===== src/design/tia_pkg.sv =====
// Shared types, opcodes and mask helper for the typed integer ALU.
// No dependencies; every other design file imports this package.
package tia_pkg;

    localparam int unsigned WordW = 64;

    typedef enum logic [4:0] {
        OP_NEG  = 5'd0,  OP_BNOT = 5'd1,  OP_LNOT = 5'd2,  OP_ADD  = 5'd3,
        OP_SUB  = 5'd4,  OP_MUL  = 5'd5,  OP_AND  = 5'd6,  OP_OR   = 5'd7,
        OP_XOR  = 5'd8,  OP_SHL  = 5'd9,  OP_USHR = 5'd10, OP_SHR  = 5'd11,
        OP_SDIV = 5'd12, OP_UDIV = 5'd13, OP_SMOD = 5'd14, OP_UMOD = 5'd15,
        OP_EQ   = 5'd16, OP_NE   = 5'd17, OP_LT   = 5'd18, OP_LE   = 5'd19,
        OP_GT   = 5'd20, OP_GE   = 5'd21, OP_ULT  = 5'd22, OP_ULE  = 5'd23,
        OP_UGT  = 5'd24, OP_UGE  = 5'd25, OP_ZEXT = 5'd26, OP_CONV = 5'd27
    } op_t;

    // Side information that rides along the chain with every word.
    typedef struct packed {
        logic [WordW-1:0] value;
        logic             ok;
        logic             norm;
        logic             is_div;
        logic             sel_rem;
        logic             neg;
        logic [6:0]       width;
        logic             uns;
    } tia_ctrl_t;

    // What one divider cell hands to the next.
    typedef struct packed {
        tia_ctrl_t        ctrl;
        logic [WordW-1:0] rem;
        logic [WordW-1:0] dq;
        logic [WordW-1:0] divisor;
    } tia_cell_t;

    // Mask of w low bits, with w clamped to the data width dw.
    function automatic logic [WordW-1:0] mask_of(input logic [6:0] w, input logic [6:0] dw);
        logic [6:0] c;
        c = (w > dw) ? dw : w;
        if (c >= 7'(WordW)) begin
            mask_of = '1;
        end else begin
            mask_of = (64'd1 << c[5:0]) - 64'd1;
        end
    endfunction

endpackage


===== src/design/tia_div_cell.sv =====
// One cell of the divider chain: one restoring quotient bit per cell.
// Depends on tia_pkg.
module tia_div_cell (
    input  logic                   aclk,
    input  logic                   aresetn,
    input  logic                   en,
    input  logic                   in_valid,
    input  tia_pkg::tia_cell_t     in_cell,
    output logic                   out_valid,
    output tia_pkg::tia_cell_t     out_cell
);
    import tia_pkg::*;

    logic       valid_reg;
    tia_cell_t  cell_reg, cell_next;
    logic [64:0] trial;

    // Shift the next dividend bit into the remainder and try the subtract.
    always_comb begin
        cell_next = in_cell;
        trial     = {in_cell.rem, in_cell.dq[63]} - {1'b0, in_cell.divisor};
        if (!trial[64]) begin
            cell_next.rem = trial[63:0];
        end else begin
            cell_next.rem = {in_cell.rem[62:0], in_cell.dq[63]};
        end
        cell_next.dq = {in_cell.dq[62:0], !trial[64]};
    end

    always_ff @(posedge aclk) begin
        if (!aresetn) begin
            valid_reg <= 1'b0;
        end else if (en) begin
            valid_reg <= in_valid;
        end
    end

    always_ff @(posedge aclk) begin
        if (en) begin
            cell_reg <= cell_next;
        end
    end

    assign out_valid = valid_reg;
    assign out_cell  = cell_reg;

endmodule


===== config.mk =====
export PLATFORM = sky130hd
export DESIGN_NAME = tia_div_cell
export DESIGN_NICKNAME = d
export VERILOG_FILES = /design/src/design/tia_pkg.sv /design/src/design/tia_div_cell.sv
export SDC_FILE = /design/constraint.sdc
export NUM_CORES = 1
export LEC_CHECK = 0
export BUFFER_PORTS_ARGS = -buffer_cell sky130_fd_sc_hd__buf_2
export CAP_MARGIN = 10
export CORE_AREA = 2 2 209 211
export CTS_BUF_LIST = sky130_fd_sc_hd__clkbuf_16
export DETAILED_ROUTE_END_ITERATION = 8
export DIE_AREA = 0 0 211 213
export PLACE_DENSITY_LB_ADDON = 0.15
export SETUP_SLACK_MARGIN = 0.3
export SYNTH_ARGS = -nofsm -noshare
export SYNTH_HDL_FRONTEND = slang
export SYNTH_SLANG_ARGS = --single-unit
export TNS_END_PERCENT = 1

===== constraint.sdc =====
create_clock -name aclk -period 6.5 [get_ports aclk]
set_input_delay 0.975 -clock aclk [delete_from_list [all_inputs] [get_ports aclk]]
set_output_delay 0.975 -clock aclk [all_outputs]
set_load 0.02 [all_outputs]

---- After elaboration in Yosys (flattened, before gate mapping) ----
Index checks and enable logic that the tools add are counted.
word-level totals
  bits in registers ....................... 270
  input port bits ......................... 273
  output and inout bits ................... 270
  logic and storage cells ................. 15
operators by class
  add/sub/neg operators ................... 1
  mux-type cells .......................... 1
  reductions and logical operators ........ 1
operators by type and width
  kind                          count
  subtractor 65 x 64 -> 65 bit  1
  two-way mux 64 bit            1
  logical NOT 1 bit             1

---- Depth between registers and ports, before layout ----
  depth in word-level cells ............... 2
  mapped depth ............................ 14

---- Worst setup path after synthesis ----
Ideal clock, no wire load.
  path kind ............................... input to register
  start ................................... input port in_cell[27] (netlist name)
  end ..................................... register cell_reg, in the netlist out_cell[181] (data pin)
  arrival ................................. 3.801 ns
  required time ........................... 6.238 ns
  setup slack ............................. 2.437 ns
  stages on the path ...................... 14
  path buffers ............................ 2
  cell sequence ........................... inv_1 > ha_1 > buf_2 > nand4_1 > or4_1 > or3_1 > o32a_1 > a21oi_2 > o21ai_1 > and2_4 > o211a_4 > inv_6 > buf_6 > mux2_1
RTL lines
  what                  line                RTL
  from (decl)           tia_div_cell.sv:8   input tia_pkg::tia_cell_t in_cell,
  to (signal assigned)  tia_div_cell.sv:40  cell_reg <= cell_next;
  to (decl)             tia_div_cell.sv:15  tia_cell_t cell_reg, cell_next;

==> out/metrics.yaml <==
fin_ws_ns: 2.07
end_kind: "register"
slew_viol_final: 0
start_util_pct: 30.9
syn_nets: 1349
cts.htree.levels: 1
io_pins: 543
intPower_uw: 3700
detail_route.wl_per_cell_um: 21.2
fmax_mhz: 226
start_kind: "input port"
synth.distinct_cells: 75
yosysWarnings: 0
place_congestion: 0.818
fin_crit_sh_pct: 68.1
cp.arrival_ns: 4.74
clock_latency_ns: 0.57
report.final.hold_viol_count: 0
leakage_uw: 0.00776
cts.sink_count: 270
drtIter0Drc: 562
tightest_slew_ns: 0.911
core_area_mm2: 0.0427
antenna_found_initial: 18
globalRoute.totalOverflow: 0
crit_fanout: 60
postCtsHoldBufs: 0
cellPowerDensity_mw_per_mm2: 298
p_comb_share_pct: 21.9
postLayoutCoreUtil_pct: 41.2
maxCapViolations: 0
dp_slack_ns: 1.45
syn_avg_cell_area_um2: 13.1
grt_max_degree: 88
place_hpwl_mm: 35.7
grt_pass1_wl_mm: 64.5
relSlewSlack_pct: 39.2
synth-async-reset-ratio_pct: 0
fin_nets: 1896
syn_to_final_growth_pct: 33.2
synth_edf_count: 269
setup_tns_ns: 0
cts_resized: 0
vias: 10226
postSynthCellCount: 1011
postRouteAntennaNets: 0
rsz0062_at_grt: "no"
wl_mm: 45.2
clkPwrFrac_pct: 36.6
drc: 0
cts_tree: "built"
fill_cells: 4155
synthesis.area_mm2: 0.0132
grt_pass1_vias: 10230
status: "finished clean"
timing.critical_path.required_ns: 6.82
peakVddDrop_mv: 0.188
setup_viol: 0
min_period_ns: 4.43
drive_above_1_share_pct: 38.6
synth-seq-cells: 270
vias_per_cell: 4.79
cts_buffers: 31
ys_seq_area_share_pct: 61.4
die_h_um: 213
die_w_um: 211
cts_buffer_depth: 3
swShare_pct: 29.3
holdCritPathClass: "register to register"
root_buffer: "clkbuf_16"
drt_first_pass_iters: 5
die-area_mm2: 0.0449
dp_cells: 2071
ys.flop_type: "edfxtp_1"
worstSetupPathType: "input port to register"
cts_setup_buffers: 0
std_cell_rows: 76
skew_ns: 0
power_frac_seq_pct: 41.6
finalNonFillerCells: 2135
grt_usage_pct: 19.1
switching_power_uw: 1530
place.port_buffers: 542
clk_pin_slew_ns: 0.06
## metrics by stage
stage / power, uW / hold slack (ns) / area (um2)
6_report: 5230 / 0.533 / 17600
5_1_grt: 5460 / 0.524 / 17600
4_1_cts: 5310 / 0.519 / 17600
3_5_place_dp: 3370 / 0.523 / 16500
3_3_place_gp: 3360 / 0.509 / 16500
2_1_floorplan: 2910 / 0.589 / 13200
## cell families after synthesis
logic type,count (synthesis),share of synthesized area [%]
buf+inv,119,3.78
flops,270,61.4
mux,64,5.45
simple gates,196,7.41
compound gates,240,12.0
fa+ha+maj,65,6.22
xor+xnor,57,3.78
## cells in the final DEF (no fill, tap or decap), types with 8 or more instances in the layout
| cell | instances |
|---|---|
| nand2b_1 | 9 |
| nor3_1 | 9 |
| nand4_1 | 20 |
| xnor2_1 | 34 |
| nor2b_1 | 11 |
| nand2_1 | 62 |
| o21ai_0 | 23 |
| clkbuf_16 | 31 |
| buf_2 | 541 |
| mux2_1 | 54 |
| xor2_1 | 23 |
| o21bai_1 | 15 |
| o21ai_1 | 15 |
| nand3_1 | 10 |
| a21oi_1 | 76 |
| ha_1 | 64 |
| edfxtp_1 | 269 |
| o21a_1 | 8 |
| nor2_1 | 40 |
| inv_1 | 88 |
| a21o_1 | 32 |
## critical path, stage by stage
cell and delay, ns:
buf_2 0.09, inv_1 0.04, ha_1 0.46, nand4_1 0.20
or4_1 0.61, or3_1 0.32, o32a_1 0.22, a21oi_2 0.21
o21ai_1 0.14, and2_4 0.21, o211a_4 0.29, inv_6 0.48
mux2_1 0.39
## layer usage
metal / wire length (um) / vias to the layer above / global-route usage, %
met5: 161 / - / 0
met3: 3660 / 55 / 6.25
met2: 22900 / 344 / 34.0
met4: 566 / 22 / 3.79
met1: 17900 / 4905 / 22.5
li1: - / 4900 / -
## cell usage after synthesis (all sizes together) (3+ instances only)
master	count	area [um2]
o211ai	4	30.0
or2	7	43.8
nand2b	9	56.3
and4	3	26.3
a31oi	7	43.8
ha	64	801
mux2	57	649
o21a	8	60.1
nand2	62	233
and2	3	21.3
nor3	9	45.0
clkbuf	24	90.1
xor2	23	201
o22ai	3	18.8
o31ai	5	37.5
or4	3	26.3
nand3	10	50.1
edfxtp	269	8080
a41oi	3	33.8
a311oi	3	26.3
a211o	5	43.8
nor2	40	150
or3	5	31.3
and3	7	43.8
a21boi	6	45.1
a21o	32	240
xnor2	34	298
o21bai	15	113
mux2i	7	70.1
inv	86	328
a311o	3	30.0
buf	9	81.3
a21oi	78	398
nand4	21	138
a211oi	7	57.6
o41ai	3	26.3
nor2b	11	68.8
o21ai	38	190
o211a	3	37.5
o2111ai	3	26.3
## path summary, 6_finish.rpt
kind                     from            end  slack [ns]  depth (start not counted)
setup reg to reg    out_valid      out_valid        5.90                          2
hold / removal      out_valid      out_valid        0.53                          2
setup / recovery  in_cell[27]  out_cell[175]        2.07                         13
hold reg to reg     out_valid      out_valid        0.53                          2
## power groups by stage
stage,clock network [uW],logic (uW),registers [uW]
3_3_place_gp,0,1150,2210
6_report,1910,1140,2170
2_1_floorplan,0,462,2450
5_1_grt,2020,1240,2190
3_5_place_dp,0,1160,2210
4_1_cts,1970,1160,2180
## flip-flops by register name (all words and copies together), names as in the netlist
| name | flops |
|---|---|
| out_cell | 269 |
| out_valid | 1 |
## final cells by class
cell class                      count  area, um2  area share, %
Inverter                           86        328           1.86
Antenna cell                        6       15.0         0.0854
Sequential cell                   270       8100           46.1
Tap cell                          546        683           3.89
Timing Repair Buffer              547       2760           15.7
Multi-Input combinational cell    622       4600           26.2
Clock inverter                     27        324           1.84
Clock buffer                       31        776           4.41
Note: power is estimated with default switching activity, not from simulation.
