--- src/design/tia_pkg.sv ---
// Shared types, opcodes and mask helper for the typed integer ALU.
// No dependencies; every other design file imports this package.
package tia_pkg;

    localparam int unsigned WordW = 64;

    typedef enum logic [4:0] {
        OP_NEG  = 5'd0,  OP_BNOT = 5'd1,  OP_LNOT = 5'd2,  OP_ADD  = 5'd3,
        OP_SUB  = 5'd4,  OP_MUL  = 5'd5,  OP_AND  = 5'd6,  OP_OR   = 5'd7,
        OP_XOR  = 5'd8,  OP_SHL  = 5'd9,  OP_USHR = 5'd10, OP_SHR  = 5'd11,
        OP_SDIV = 5'd12, OP_UDIV = 5'd13, OP_SMOD = 5'd14, OP_UMOD = 5'd15,
        OP_EQ   = 5'd16, OP_NE   = 5'd17, OP_LT   = 5'd18, OP_LE   = 5'd19,
        OP_GT   = 5'd20, OP_GE   = 5'd21, OP_ULT  = 5'd22, OP_ULE  = 5'd23,
        OP_UGT  = 5'd24, OP_UGE  = 5'd25, OP_ZEXT = 5'd26, OP_CONV = 5'd27
    } op_t;

    // Side information that rides along the chain with every word.
    typedef struct packed {
        logic [WordW-1:0] value;
        logic             ok;
        logic             norm;
        logic             is_div;
        logic             sel_rem;
        logic             neg;
        logic [6:0]       width;
        logic             uns;
    } tia_ctrl_t;

    // What one divider cell hands to the next.
    typedef struct packed {
        tia_ctrl_t        ctrl;
        logic [WordW-1:0] rem;
        logic [WordW-1:0] dq;
        logic [WordW-1:0] divisor;
    } tia_cell_t;

    // Mask of w low bits, with w clamped to the data width dw.
    function automatic logic [WordW-1:0] mask_of(input logic [6:0] w, input logic [6:0] dw);
        logic [6:0] c;
        c = (w > dw) ? dw : w;
        if (c >= 7'(WordW)) begin
            mask_of = '1;
        end else begin
            mask_of = (64'd1 << c[5:0]) - 64'd1;
        end
    endfunction

endpackage

--- src/design/tia_back.sv ---
// Output stage: picks the quotient or remainder, fixes its sign, normalizes
// the value to the result type and holds the result word. Depends on tia_pkg.
module tia_back #(
    parameter int DATA_WIDTH = 64
) (
    input  logic                   aclk,
    input  logic                   aresetn,
    input  logic                   en,
    input  logic                   in_valid,
    input  tia_pkg::tia_cell_t     in_cell,
    output logic                   out_valid,
    output logic [63:0]            result_value,
    output logic                   folded
);
    import tia_pkg::*;

    localparam logic [6:0] Dw = 7'(DATA_WIDTH);

    logic        valid_reg;
    logic [63:0] value_reg, value_next;
    logic        ok_reg;
    logic [63:0] m, v, d;
    logic [6:0]  wc;

    // Select, then mask and sign-extend.
    always_comb begin
        d  = in_cell.ctrl.sel_rem ? in_cell.rem : in_cell.dq;
        d  = in_cell.ctrl.neg ? (64'd0 - d) : d;
        v  = in_cell.ctrl.is_div ? d : in_cell.ctrl.value;
        m  = mask_of(in_cell.ctrl.width, Dw);
        wc = (in_cell.ctrl.width > Dw) ? Dw : in_cell.ctrl.width;
        if (!in_cell.ctrl.ok) begin
            value_next = '0;
        end else if (!in_cell.ctrl.norm) begin
            value_next = v;
        end else begin
            value_next = v & m;
            if (!in_cell.ctrl.uns && wc != 7'd0 && wc < 7'd64 && value_next[wc[5:0] - 6'd1]) begin
                value_next = value_next | ~m;
            end
        end
    end

    always_ff @(posedge aclk) begin
        if (!aresetn) begin
            valid_reg <= 1'b0;
        end else if (en) begin
            valid_reg <= in_valid;
        end
    end

    always_ff @(posedge aclk) begin
        if (en) begin
            value_reg <= value_next;
            ok_reg    <= in_cell.ctrl.ok;
        end
    end

    assign out_valid    = valid_reg;
    assign result_value = value_reg;
    assign folded       = ok_reg;

endmodule

--- config.mk ---
export PLATFORM = sky130hd
export DESIGN_NAME = tia_back
export DESIGN_NICKNAME = d
export VERILOG_FILES = /design/src/design/tia_pkg.sv /design/src/design/tia_back.sv
export SDC_FILE = /design/constraint.sdc
export NUM_CORES = 1
export LEC_CHECK = 0
export BUFFER_PORTS_ARGS = -buffer_cell sky130_fd_sc_hd__buf_4
export CAP_MARGIN = 0
export CORE_MARGIN = 5
export CORE_UTILIZATION = 35
export CTS_CLUSTER_SIZE = 20
export DETAILED_ROUTE_END_ITERATION = 6
export PLACE_DENSITY = 0.6
export SKIP_CTS_REPAIR_TIMING = 1
export SYNTH_ARGS = -nofsm -noshare
export SYNTH_HDL_FRONTEND = slang
export SYNTH_SLANG_ARGS = --single-unit
--- constraint.sdc ---
create_clock -name aclk -period 12.46 [get_ports aclk]
set_input_delay 1.869 -clock aclk [delete_from_list [all_inputs] [get_ports aclk]]
set_output_delay 1.869 -clock aclk [all_outputs]
set_load 0.02 [all_outputs]
== Yosys cells after proc, flatten, opt, wreduce, memory -nomap -nowiden ==
Index checks and enable logic that the tools add are counted.

* Register bits: 66
* Input port bits: 273
* Output and inout port bits: 66
* Word-level logic and storage cells: 28

* Add/subtract/negate cells: 3
* Magnitude comparators: 4
* Shift operators: 1
* Mux-type cells: 9
* Bitwise gates (word level): 3
* Reduce and logical (&&, ||, !) cells: 5

{| class="wikitable"
|+ Operators with widths
! kind !! number
|-
| two-way mux 64 bit || 6
|-
| AND 64 bit || 1
|-
| inverter 64 bit || 1
|-
| bitwise OR 64 bit || 1
|-
| left shift 1 x 6 -> 64 bit (first input constant) || 1
|-
| subtractor 1 x 64 -> 64 bit (first input constant) || 1
|-
| subtractor 64 x 1 -> 64 bit (second input constant) || 1
|-
| greater-or-equal comparator 7 bit (second input constant) || 1
|-
| greater-than comparator 7 bit (second input constant) || 1
|-
| < comparator 6 x 7 -> 1 bit (second input constant) || 1
|-
| < comparator 7 bit (second input constant) || 1
|-
| two-way mux 7 bit || 1
|-
| nonzero test 7 bit || 1
|-
| binary-select mux 1 bit (select 6 bit) || 1
|-
| subtractor 6 x 1 -> 6 bit (second input constant) || 1
|-
| logical AND 1 bit || 3
|-
| logical NOT 1 bit || 1
|-
| two-way mux 1 bit || 1
|}

== Longest topological paths before layout ==
Gate-level depths: netlist of the first run.

* Word-level depth: 11
* Depth in mapped cells: 24
* Depth with buffers taken out: 15

== Worst setup path after synthesis of the first run ==
No wires, ideal clock.

* Kind: in2reg
* Start: input port in_cell[199] in the netlist's numbering
* End: register value_reg[55] (netlist: result_value[55]), data pin
* Setup time: 0.268 ns
* Data arrival time: 6.865 ns
* Data required time: 12.192 ns
* Path slack: 5.326 ns
* Stages on the path: 24
* Path buffers: 11
* Cells stage by stage: clkbuf_1 -> clkbuf_1 -> clkbuf_1 -> nor2_1 -> clkbuf_1 -> clkbuf_1 -> ha_1 -> clkbuf_1 -> clkbuf_1 -> clkbuf_1 -> nand3_1 -> ha_1 -> clkbuf_1 -> inv_1 -> a211oi_1 -> clkbuf_1 -> nand2_1 -> xnor2_1 -> nor3_1 -> a2111oi_0 -> o22ai_1 -> a221oi_4 -> buf_6 -> o22ai_2

* Cells in the longest elaborated chain, start to end: 11
* Elaborated cells on any way between the ends: 19
* Those cells by class: add/sub: 2; order compare: 3; shift: 1; mux: 6; bitwise: 3; reduce/logical: 4

{| class="wikitable"
|+ Ends and longest elaborated chain
! what !! line !! source
|-
| start, declared || tia_back.sv:10 || <nowiki>input tia_pkg::tia_cell_t in_cell,</nowiki>
|-
| greater-than comparator 7 bit || tia_pkg.sv:40, tia_back.sv:31 ||
|-
| two-way mux 7 bit * || tia_pkg.sv:40, tia_back.sv:31 ||
|-
| left shift 1 x 6 -> 64 bit || tia_pkg.sv:44 || <nowiki>mask_of = (64'd1 << c[5:0]) - 64'd1;</nowiki>
|-
| subtractor 64 x 1 -> 64 bit || tia_pkg.sv:44 ||
|-
| two-way mux 64 bit || tia_pkg.sv:41 || <nowiki>if (c >= 7'(WordW)) begin</nowiki>
|-
| AND 64 bit || tia_back.sv:37 || <nowiki>value_next = v & m;</nowiki>
|-
| binary-select mux 1 bit (select 6 bit) || tia_back.sv:38 || <nowiki>if (!in_cell.ctrl.uns && wc != 7'd0 && wc < 7'd64 && value_next[wc[5:0] - 6'd1]) begin</nowiki>
|-
| two-way mux 1 bit (not written as such) || tia_back.sv:38 ||
|-
| logical AND 1 bit || tia_back.sv:38 ||
|-
| two-way mux 64 bit * || tia_back.sv:38 ||
|-
| two-way mux 64 bit * || tia_back.sv:34 || <nowiki>end else if (!in_cell.ctrl.norm) begin</nowiki>
|-
| end signal, assigned || tia_back.sv:54 || <nowiki>value_reg <= value_next;</nowiki>
|-
| end, declared || tia_back.sv:20 || <nowiki>logic [63:0] value_reg, value_next;</nowiki>
|}

Every way passes the cells marked *; elsewhere a longest branch is shown, timed or not. The select of a mux whose other input is x is not followed.
A chain may end at the register's enable or synchronous reset.

== Final worst setup path of the first run ==
* Start: input port in_cell[193] in the netlist's numbering
* End: register value_reg[29] (netlist: result_value[29]), data pin

The elaborated chain is that of the path after synthesis.

==> reports/metrics.csv, run 1 <==
metric,value,unit
die extent in y,190.3,µm
grt total ovfl,0,
synthesis-to-layout area growth,23.98,%
TritonCTS sink count,66,
Flop pwr share,24.3,%
final setup violation count,0,
async set-reset flop share out of synthesis,0,%
I/O Buffers,274,
number of cell instances on the worst register-to-register path,2,
synthesis warning total,0,
htree depth,3,
cells after synthesis,1501,
crit path max fanout,40,
register clock-pin slew on the reported worst setup and hold paths,0.06,ns
total number of vias,14230,
average via count per standard cell,6.630,
half-perimeter wire length of the detailed placement result,49.84,mm
XOR/XNOR share of the synthesized area,4.464,%
core outline area,32290,µm²
Netlist cell types,93,
global-route met2 utilization,53.55,%
"Seq/Total Area, Yosys",17.33,%
combinational family with the most area after synthesis,compound AO/OA/AOI/OAI gates,
met3 usage in global routing,5.474,%
max_cap viols,0,
remaining antenna violation count after routing,0,
final-layout fill cell count,3355,
initial standard-cell utilization of the core,35.25,%
Max Transition Viols Final,0,
hold path start,out_valid$_SDFFE_PN0P_,
DR pass1 iterations,7,
maximum root-to-sink buffer count,2,
number of DRC violations after detailed routing,0,
Sw Ratio,44.50,%
last weighted congestion value of the routability-driven placer,1.019,
total placed instance area,13810,µm²
layout net count,1979,
Logic pwr share,53.3,%
Final min period,8.856,ns
global-route wire length before repair,91.49,mm
cell area after technology mapping,11380,µm²
net switching power of the design,510.9,µW
startpoint kind of the worst setup timing path,input port,
accumulated negative setup slack,0,ns
worst supply voltage drop on vdd,0.00006187,V
via count of the first global-routing pass,13450,
CTS tree,yes,
multiplexer share of the synthesized area,9.664,%
WP data required,12.48,ns
period utilisation layout,71.07,%
simple-gate area share of the yosys netlist,28.01,%
area of all placed cells without fillers,14110,µm²
Post-synth top flop,sky130_fd_sc_hd__edfxtp_1,
total length of routed wires,63.61,mm
met1 Track Usage GR,46.19,%
arrival time reported for the critical path endpoint,8.88,ns
number of antenna violations at the first check in global routing,3,
share of cells above drive strength 1,26.64,%
internal reg-to-reg setup slack,11.86,ns
Avg Inst Size Synth,7.582,µm²
horizontal extent of the die,190.3,µm
share of the synthesized area in compound gates (AO/OA/AOI/OAI),34.01,%
drt wl/cell,29.63,µm
clock network power share,22.4,%
category of the worst setup path capture point,flop,
power density over cell area,81.38,nW/µm²
"FF+latch count, synth",66,
relative slew slack,17.41,%
largest net degree at the start of global routing,82,
GR Util All Layers,33.46,%
highest-count cells in the layout ignoring fill and taps,"sky130_fd_sc_hd__buf_4 (320), sky130_fd_sc_hd__nand2_1 (152), sky130_fd_sc_hd__nor2_1 (129)",
end point of the worst hold path,out_valid$_SDFFE_PN0P_,
register cell area after layout,1972,µm²
Pint,637.3,µW
slew of the pin with the lowest slew margin,1.239,ns
number of DRC violations after detailed-routing iteration 0,1711,
clock network latency to the later pin of the worst-skew pair,0.34,ns
"Worst Path Class, Setup",input port to flop,
Synth Net Count,1781,
setup clock skew after layout,0,ns
status,"complete, no violations",
Hold Crit Class,flop to flop,
multi-input logic area,8796,µm²
number of cells on the worst hold path,2,
worst r2r dst,out_valid$_SDFFE_PN0P_,
standby leakage power,5.224,nW
Final Hold Vio Count,0,
most frequent standard cell in the layout excluding fill and tap cells,sky130_fd_sc_hd__buf_4,
CTS Root Cell,sky130_fd_sc_hd__clkbuf_16,
number of top-level pins,339,
adder and majority gate portion of the synthesized area,0.7696,%
RSZ-0062 raised after global routing,false,
Total Die Area,36220,µm²
busiest metal layer after global routing,met2,
Worst R2R Start,out_valid$_SDFFE_PN0P_,
number of rows created at floorplan,66,
number of CTS-inserted buffers,9,
number of synthesized flops with an enable pin,65,
Max Clock Freq,112.9,MHz
-- power by group through the flow --
stage	Combinational [mW]	Sequential, mW	Clock (mW)
after detailed placement	0.597	0.284	0
after global placement	0.595	0.284	0
after global routing	0.638	0.282	0.266
final	0.612	0.279	0.257
after floorplan	0.317	0.310	0
after CTS	0.598	0.280	0.258
-- cell families after synthesis --
logic type,count (synthesis)
buffers and inverters,153
multiplexers,106
adder cells (fa/ha/maj),7
XOR/XNOR,58
AND/OR/NAND/NOR,618
flip-flops,66
AO/OA/AOI/OAI,493
-- flip-flops by register name, indices dropped and copies added (netlist names) --
register and count:
folded 1, result_value 64, out_valid 1
-- cells in the mapped netlist, drive strengths merged, types with 28 or more instances --
master / n / share of area [%]
nor3: 55 / 2.4
or3: 28 / 1.5
o21ai: 74 / 3.4
nand2: 152 / 5.0
mux2: 31 / 3.1
xnor2: 37 / 2.8
clkbuf: 95 / 3.1
o41ai: 52 / 5.7
a21oi: 64 / 2.8
o211ai: 34 / 2.3
nand3: 85 / 3.8
edfxtp: 65 / 17
mux2i: 75 / 6.6
a31oi: 30 / 1.6
buf: 39 / 2.0
nor2: 130 / 4.3
-- cell type report --
cell class	count	share of cell area, %
multi-input combinational	1282	62.34
timing repair buffer	321	17.17
sequential	66	13.98
tap	442	3.919
clock buffer	9	1.596
inverter	19	0.5055
clock inverter	7	0.4789
antenna	1	0.01774
-- worst max-delay path, stage by stage --
cell and delay [ns]:
sky130_fd_sc_hd__buf_4 0.27, sky130_fd_sc_hd__inv_1 0.34, sky130_fd_sc_hd__nor2_1 0.23, sky130_fd_sc_hd__clkinv_1 0.70, sky130_fd_sc_hd__ha_1 0.52, sky130_fd_sc_hd__buf_4 0.22, sky130_fd_sc_hd__or4_1 0.68, sky130_fd_sc_hd__nand2_1 0.43
sky130_fd_sc_hd__o221ai_1 0.62, sky130_fd_sc_hd__a21oi_1 0.43, sky130_fd_sc_hd__mux2i_1 0.23, sky130_fd_sc_hd__nor4b_1 0.23, sky130_fd_sc_hd__a221oi_1 0.31, sky130_fd_sc_hd__o2111ai_1 0.21, sky130_fd_sc_hd__a221oi_4 0.95, sky130_fd_sc_hd__buf_12 0.34
sky130_fd_sc_hd__o32ai_1 0.22
-- through the flow --
stage / hold WS [ns] / worst slack, ns / total power, mW / utilization [%] / instances
finish: 0.5292 / 3.604 / 1.148 / 43.70 / 2147
CTS: 0.5305 / 3.826 / 1.136 / 43.69 / 2146
detailed placement: 0.5169 / 3.461 / 0.8805 / 42.78 / 2130
floorplan: 0.5893 / 5.326 / 0.6265 / - / 1501
global route: 0.5660 / 3.377 / 1.186 / 43.69 / 2146
global placement: 0.4957 / 3.451 / 0.8793 / 42.78 / 2130
-- how the worst max path moves through the flow --
| stage | start | cells after the start | end | slack, ns |
|---|---|---|---|---|
| floorplan | in_cell[199] | 24 | result_value[55]$_SDFFCE_PN0P_ | 5.33 |
| global placement | in_cell[193] | 17 | result_value[9]$_SDFFCE_PN0P_ | 3.45 |
| detailed placement | in_cell[193] | 17 | result_value[9]$_SDFFCE_PN0P_ | 3.46 |
| CTS | in_cell[193] | 17 | result_value[29]$_SDFFCE_PN0P_ | 3.83 |
| global route | in_cell[193] | 17 | result_value[29]$_SDFFCE_PN0P_ | 3.38 |
| finish | in_cell[193] | 17 | result_value[29]$_SDFFCE_PN0P_ | 3.60 |
-- per-layer routing --
layer	part of all wire (%)	vias up
li1	-	6369
met1	42	6887
met2	45	856
met3	9.2	122
met4	3.8	0
met5	0	-
Note: power is estimated with default switching activity, not from simulation.
==> run 2, diff against run 1 <==
- clock period: 12.46 -> 9.3 ns (I/O delays scaled with it)
==> reports/metrics.csv, run 2 (synthesis results as in run 1) <==
metric,value,unit,change
total length of routed wires,62.89,mm,-1.1%
Final Hold Vio Count,0,,unchanged
Total Die Area,36220,µm²,unchanged
layout net count,2007,,+1.4%
number of DRC violations after detailed-routing iteration 0,2148,,+26%
half-perimeter wire length of the detailed placement result,49.15,mm,-1.4%
post-layout total power,1.628,mW,+42%
Worst Hold Slack,0.5265,ns,-0.002679 ns
highest-count cells in the layout ignoring fill and taps,"sky130_fd_sc_hd__buf_4 (345), sky130_fd_sc_hd__nand2_1 (152), sky130_fd_sc_hd__nor2_1 (128)",,
TritonCTS sink count,66,,unchanged
net switching power of the design,716.9,µW,+40%
last weighted congestion value of the routability-driven placer,1.061,,+4.1%
Worst R2R Start,out_valid$_SDFFE_PN0P_,,
diode count,0,,-1
number of cell instances on the worst register-to-register path,2,,unchanged
period utilisation layout,79.87,%,
hold path start,out_valid$_SDFFE_PN0P_,,
setup clock skew after layout,0,ns,unchanged
number of cells on the worst hold path,2,,unchanged
power density over cell area,113.3,nW/µm²,+39%
"Worst Path Class, Setup",input port to flop,,
most frequent standard cell in the layout excluding fill and tap cells,sky130_fd_sc_hd__buf_4,,
number of rows created at floorplan,66,,unchanged
horizontal extent of the die,190.3,µm,unchanged
number of top-level pins,339,,unchanged
WP data required,9.37,ns,-3.11 ns
Hold Crit Class,flop to flop,,
Flop pwr share,23.2,%,-1.1 points
Pint,911.3,µW,+43%
via count of the first global-routing pass,13510,,+0.43%
grt total ovfl,0,,unchanged
Final min period,7.428,ns,
CTS tree,yes,,
final setup violation count,0,,unchanged
max_cap viols,0,,unchanged
accumulated negative setup slack,0,ns,unchanged
Max Clock Freq,134.6,MHz,
clock network latency to the later pin of the worst-skew pair,0.34,ns,about the same
arrival time reported for the critical path endpoint,7.49,ns,-1.39 ns
relative slew slack,20.17,%,+2.8 points
violated checks,design-rule violations,,
worst supply voltage drop on vdd,0.00008620,V,+39%
average via count per standard cell,6.651,,+0.33%
number of antenna violations at the first check in global routing,3,,unchanged
crit path max fanout,20,,-50%
DR pass1 iterations,7,,unchanged
synthesis-to-layout area growth,26.31,%,
I/O Buffers,274,,unchanged
GR Util All Layers,32.99,%,-0.46 points
core outline area,32290,µm²,unchanged
drt wl/cell,28.93,µm,-2.3%
startpoint kind of the worst setup timing path,input port,,
number of CTS-inserted buffers,9,,unchanged
number of DRC violations after detailed routing,3,,+3
global-route wire length before repair,90.82,mm,-0.72%
largest net degree at the start of global routing,71,,-13%
total number of vias,14460,,+1.6%
CTS Root Cell,sky130_fd_sc_hd__clkbuf_16,,
share of cells above drive strength 1,27.83,%,+1.2 points
die extent in y,190.3,µm,unchanged
register clock-pin slew on the reported worst setup and hold paths,0.07,ns,about the same
remaining antenna violation count after routing,0,,unchanged
status,finished with violations,,
RSZ-0062 raised after global routing,false,,
initial standard-cell utilization of the core,35.25,%,unchanged
Critical Path Source,in_cell[193],,
clock network power share,24.6,%,+2.2 points
slew of the pin with the lowest slew margin,1.197,ns,-0.04131 ns
fin util,44.52,%,+0.82 points
maximum root-to-sink buffer count,2,,unchanged
htree depth,3,,unchanged
Max Transition Viols Final,0,,unchanged
category of the worst setup path capture point,flop,,
Logic pwr share,52.2,%,-1.1 points
number of flip-flops in the largest register,64,,unchanged
Sw Ratio,44.03,%,-0.46 points
standby leakage power,5.392,nW,+3.2%
## run 2: final timing paths
| path | slack, ns | endpoint |
|---|---|---|
| min reg2reg | 0.53 | out_valid$_SDFFE_PN0P_ |
| min | 0.53 | out_valid$_SDFFE_PN0P_ |
| max reg2reg | 8.70 | out_valid$_SDFFE_PN0P_ |
| max | 1.87 | result_value[11]$_SDFFCE_PN0P_ |
## run 2: power groups by stage
stage | combinational (mW) | clock (mW) | sequential, mW
2_1_floorplan | 0.425 | 0 | 0.415
3_3_place_gp | 0.819 | 0 | 0.384
3_5_place_dp | 0.824 | 0 | 0.384
4_1_cts | 0.826 | 0.396 | 0.378
5_1_grt | 0.888 | 0.410 | 0.381
6_report | 0.851 | 0.400 | 0.378
## run 2: stage by stage
stage | std cells | instance area [µm²] | setup WS (ns)
6_report | 2174 | 14380 | 1.872
5_1_grt | 2174 | 14380 | 1.682
4_1_cts | 2174 | 14380 | 2.106
3_5_place_dp | 2158 | 14050 | 1.746
3_3_place_gp | 2158 | 14050 | 1.736
2_1_floorplan | 1501 | 11380 | 2.640
## run 2: routing by layer
metal  global-route usage [%]  part of all wire (%)  vias up
met1                    45.27                    41     6981
met3                    5.840                   9.7      140
met2                    51.55                    45      926
met4                    13.01                   4.6        0
met5                        0                     0        -
li1                         -                     -     6413
## run 2: critical path, stage by stage
cell and delay, ns:
sky130_fd_sc_hd__buf_4 0.27, sky130_fd_sc_hd__inv_1 0.07, sky130_fd_sc_hd__buf_4 0.21, sky130_fd_sc_hd__nor2_1 0.15
sky130_fd_sc_hd__clkinv_1 0.63, sky130_fd_sc_hd__ha_1 0.51, sky130_fd_sc_hd__buf_4 0.22, sky130_fd_sc_hd__or4_1 0.67
sky130_fd_sc_hd__o21ai_0 0.20, sky130_fd_sc_hd__o21ai_1 0.34, sky130_fd_sc_hd__nor3_1 0.77, sky130_fd_sc_hd__xnor2_1 0.22
sky130_fd_sc_hd__o21ai_0 0.10, sky130_fd_sc_hd__a2111oi_0 0.41, sky130_fd_sc_hd__o22ai_1 0.23, sky130_fd_sc_hd__a221oi_4 0.46
sky130_fd_sc_hd__buf_12 0.26, sky130_fd_sc_hd__buf_12 0.18, sky130_fd_sc_hd__o41ai_1 0.13
## run 2: layout make-up
class,count,area (µm²)
multi-input combinational,1282,8781
tap,442,553.0
inverter,19,71.32
fill,3242,17910
clock inverter,7,102.6
clock buffer,9,225.2
timing repair buffer,349,2670
sequential,66,1972
==> run 3, diff against run 2 <==
- ABC_AREA: unset -> 1
- PLACE_DENSITY: 0.6 -> 0.61
- clock period: 9.3 -> 6.7 ns (I/O delays scaled with it)
==> reports/metrics.csv, run 3 <==
metric,value,unit,change
horizontal extent of the die,198.3,µm,+4.2%
violated checks,design-rule violations,,
Netlist cell types,41,,-56%
most frequent cell after synthesis,sky130_fd_sc_hd__nand2_1,,
most frequent standard cell in the layout excluding fill and tap cells,sky130_fd_sc_hd__nand2_1,,
Final Hold Vio Count,0,,unchanged
maximum root-to-sink buffer count,2,,unchanged
arrival time reported for the critical path endpoint,5.39,ns,-2.10 ns
"slowest stage cell, crit path",sky130_fd_sc_hd__nand2_8,,
DR pass1 iterations,7,,unchanged
Placed Cells,2920,,+35%
CTS tree,yes,,
crit path max fanout,25,,+25%
cell type with the highest occurrence count on the critical path,sky130_fd_sc_hd__nand2_1,,
Max Clock Freq,188.0,MHz,
most common library cells after synthesis,"sky130_fd_sc_hd__nand2_1 (870), sky130_fd_sc_hd__nor2_1 (367), sky130_fd_sc_hd__nand3_1 (265)",,
max_cap viols,0,,unchanged
worst supply voltage drop on vdd,0.0002077,V,+140%
number of flip-flops in the largest register,64,,unchanged
power density over cell area,148.6,nW/µm²,+31%
Synth area leaders,"sky130_fd_sc_hd__nand2_1 (26%), sky130_fd_sc_hd__edfxtp_1 (16%), sky130_fd_sc_hd__nor2_1 (11%)",,
Post-synth top flop,sky130_fd_sc_hd__edfxtp_1,,
status,finished with violations,,
Hold Crit Class,flop to flop,,
Avg Inst Size Synth,5.511,µm²,-27%
"area leader, netlist",sky130_fd_sc_hd__nand2_1,,
CTS Root Cell,sky130_fd_sc_hd__clkbuf_16,,
startpoint kind of the worst setup timing path,input port,,
number of top-level pins,339,,unchanged
layout net count,2750,,+37%
via count of the first global-routing pass,14510,,+7.4%
cell area after technology mapping,12400,µm²,+9.0%
drt wl/cell,21.71,µm,-25%
I/O Buffers,274,,unchanged
share of cells above drive strength 1,20.16,%,-7.7 points
total length of routed wires,63.74,mm,+1.3%
number of DRC violations after detailed routing,2,,-1
Final min period,5.320,ns,
number of synthesized flops with an enable pin,65,,unchanged
die extent in y,198.3,µm,+4.2%
initial standard-cell utilization of the core,35.13,%,-0.12 points
post-route insts no fill,2936,,+35%
clock network latency to the later pin of the worst-skew pair,0.33,ns,about the same
highest-count cells in the layout ignoring fill and taps,"sky130_fd_sc_hd__nand2_1 (870), sky130_fd_sc_hd__nor2_1 (367), sky130_fd_sc_hd__buf_4 (297)",,
"FF+latch count, synth",66,,unchanged
final setup violation count,0,,unchanged
"Worst Path Class, Setup",input port to flop,,
Worst Setup Slack post-DPL,1.055,ns,-0.6909 ns
last weighted congestion value of the routability-driven placer,1.019,,-4.0%
accumulated negative setup slack,0,ns,unchanged
standby leakage power,7.944,nW,+47%
core outline area,35310,µm²,+9.4%
largest net degree at the start of global routing,68,,-4.2%
PnR worst setup slack,1.380,ns,-0.4918 ns
async set-reset flop share out of synthesis,0,%,unchanged
synthesis warning total,0,,unchanged
period utilisation layout,79.40,%,
"Seq/Total Area, Yosys",15.90,%,-1.4 points
slew of the pin with the lowest slew margin,0.8545,ns,-0.3430 ns
RSZ-0062 raised after global routing,false,,
GR Util All Layers,31.24,%,-1.8 points
diode count,0,,unchanged
Worst Hold Slack,0.5641,ns,+0.03763 ns
number of CTS-inserted buffers,9,,unchanged
area share of the leading cell type in the synthesized netlist,26.33,%,+9.2 points
global-route wire length before repair,91.98,mm,+1.3%
cells after synthesis,2251,,+50%
number of cell instances on the worst register-to-register path,2,,unchanged
delay of the slowest cell on the worst path,0.34,ns,-0.43 ns
Total Die Area,39310,µm²,+8.5%
category of the worst setup path capture point,flop,,
WP data required,6.77,ns,-2.60 ns
remaining antenna violation count after routing,0,,unchanged
htree depth,3,,unchanged
number of antenna violations at the first check in global routing,0,,-3
synthesis-to-layout area growth,20.99,%,
number of cells on the worst hold path,2,,unchanged
half-perimeter wire length of the detailed placement result,53.57,mm,+9.0%
total number of vias,15600,,+7.9%
grt total ovfl,0,,unchanged
Max Transition Viols Final,0,,unchanged
average via count per standard cell,5.314,,-20%
TritonCTS sink count,66,,unchanged
post-layout total power,2.230,mW,+37%
number of rows created at floorplan,69,,+4.5%
setup clock skew after layout,0,ns,unchanged
Synth Net Count,2531,,+42%
register clock-pin slew on the reported worst setup and hold paths,0.07,ns,about the same
relative slew slack,43.04,%,+23 points
number of DRC violations after detailed-routing iteration 0,1546,,-28%
[run 3: cells by family (layout without fill, tap and decap cells)]
logic type	Yosys count	count (layout)	synth area share, %
DFF	66	66	15.90
buffers and inverters	288	512	10.12
AOI/OAI and AO/OA	201	201	13.99
muxes	1	1	0.08070
and+or+nand+nor	1672	1672	58.08
adders and majority gates	7	7	0.7060
xor gates and xnor gates	16	16	1.130
[run 3: final cells by class]
cell class	count	area, µm²
well taps	461	576.8
multi-input cells	1897	9178
inverters	198	745.7
repair buffers	298	2250
flip-flops and latches	66	1972
fillers	4012	20300
clock buffers	9	225.2
clock inverters	7	61.31
[run 3: metrics by stage]
stage	instance area [µm²]	utilization (%)
final	15010	42.50
after global routing	15010	42.50
after CTS	15010	42.50
after detailed placement	14720	41.69
after global placement	14720	41.69
after floorplan	12400	-
[run 3: per-layer routing]
layer | up-vias | track usage (%) | wire length, µm
met2 | 674 | 53.67 | 30070
met3 | 99 | 2.808 | 3945
met4 | 0 | 11.22 | 2737
met5 | - | 0 | 0
met1 | 7179 | 40.96 | 26990
li1 | 7649 | - | -
[run 3: critical path, delay by kind of cell]
| family | cells | cell delay, ns |
|---|---|---|
| buf+inv | 5 | 1.02 |
| simple gates | 19 | 2.65 |
| fa+ha+maj | 2 | 0.53 |
| compound gates | 1 | 0.09 |
[run 3: path summary, 6_finish.rpt]
path                               start                              to  slack, ns
setup reg to reg  out_valid$_SDFFE_PN0P_          out_valid$_SDFFE_PN0P_       6.02
hold / removal    out_valid$_SDFFE_PN0P_          out_valid$_SDFFE_PN0P_       0.56
setup / recovery            in_cell[199]  result_value[15]$_SDFFCE_PN0P_       1.38
hold reg to reg   out_valid$_SDFFE_PN0P_          out_valid$_SDFFE_PN0P_       0.56
[run 3: report_power, final]
part | total, mW | internal [mW] | switching, mW
registers | 0.523 | 0.509 | 0.0146
logic | 1.25 | 0.395 | 0.856
clock network | 0.456 | 0.257 | 0.199
total | 2.23 | 1.16 | 1.07
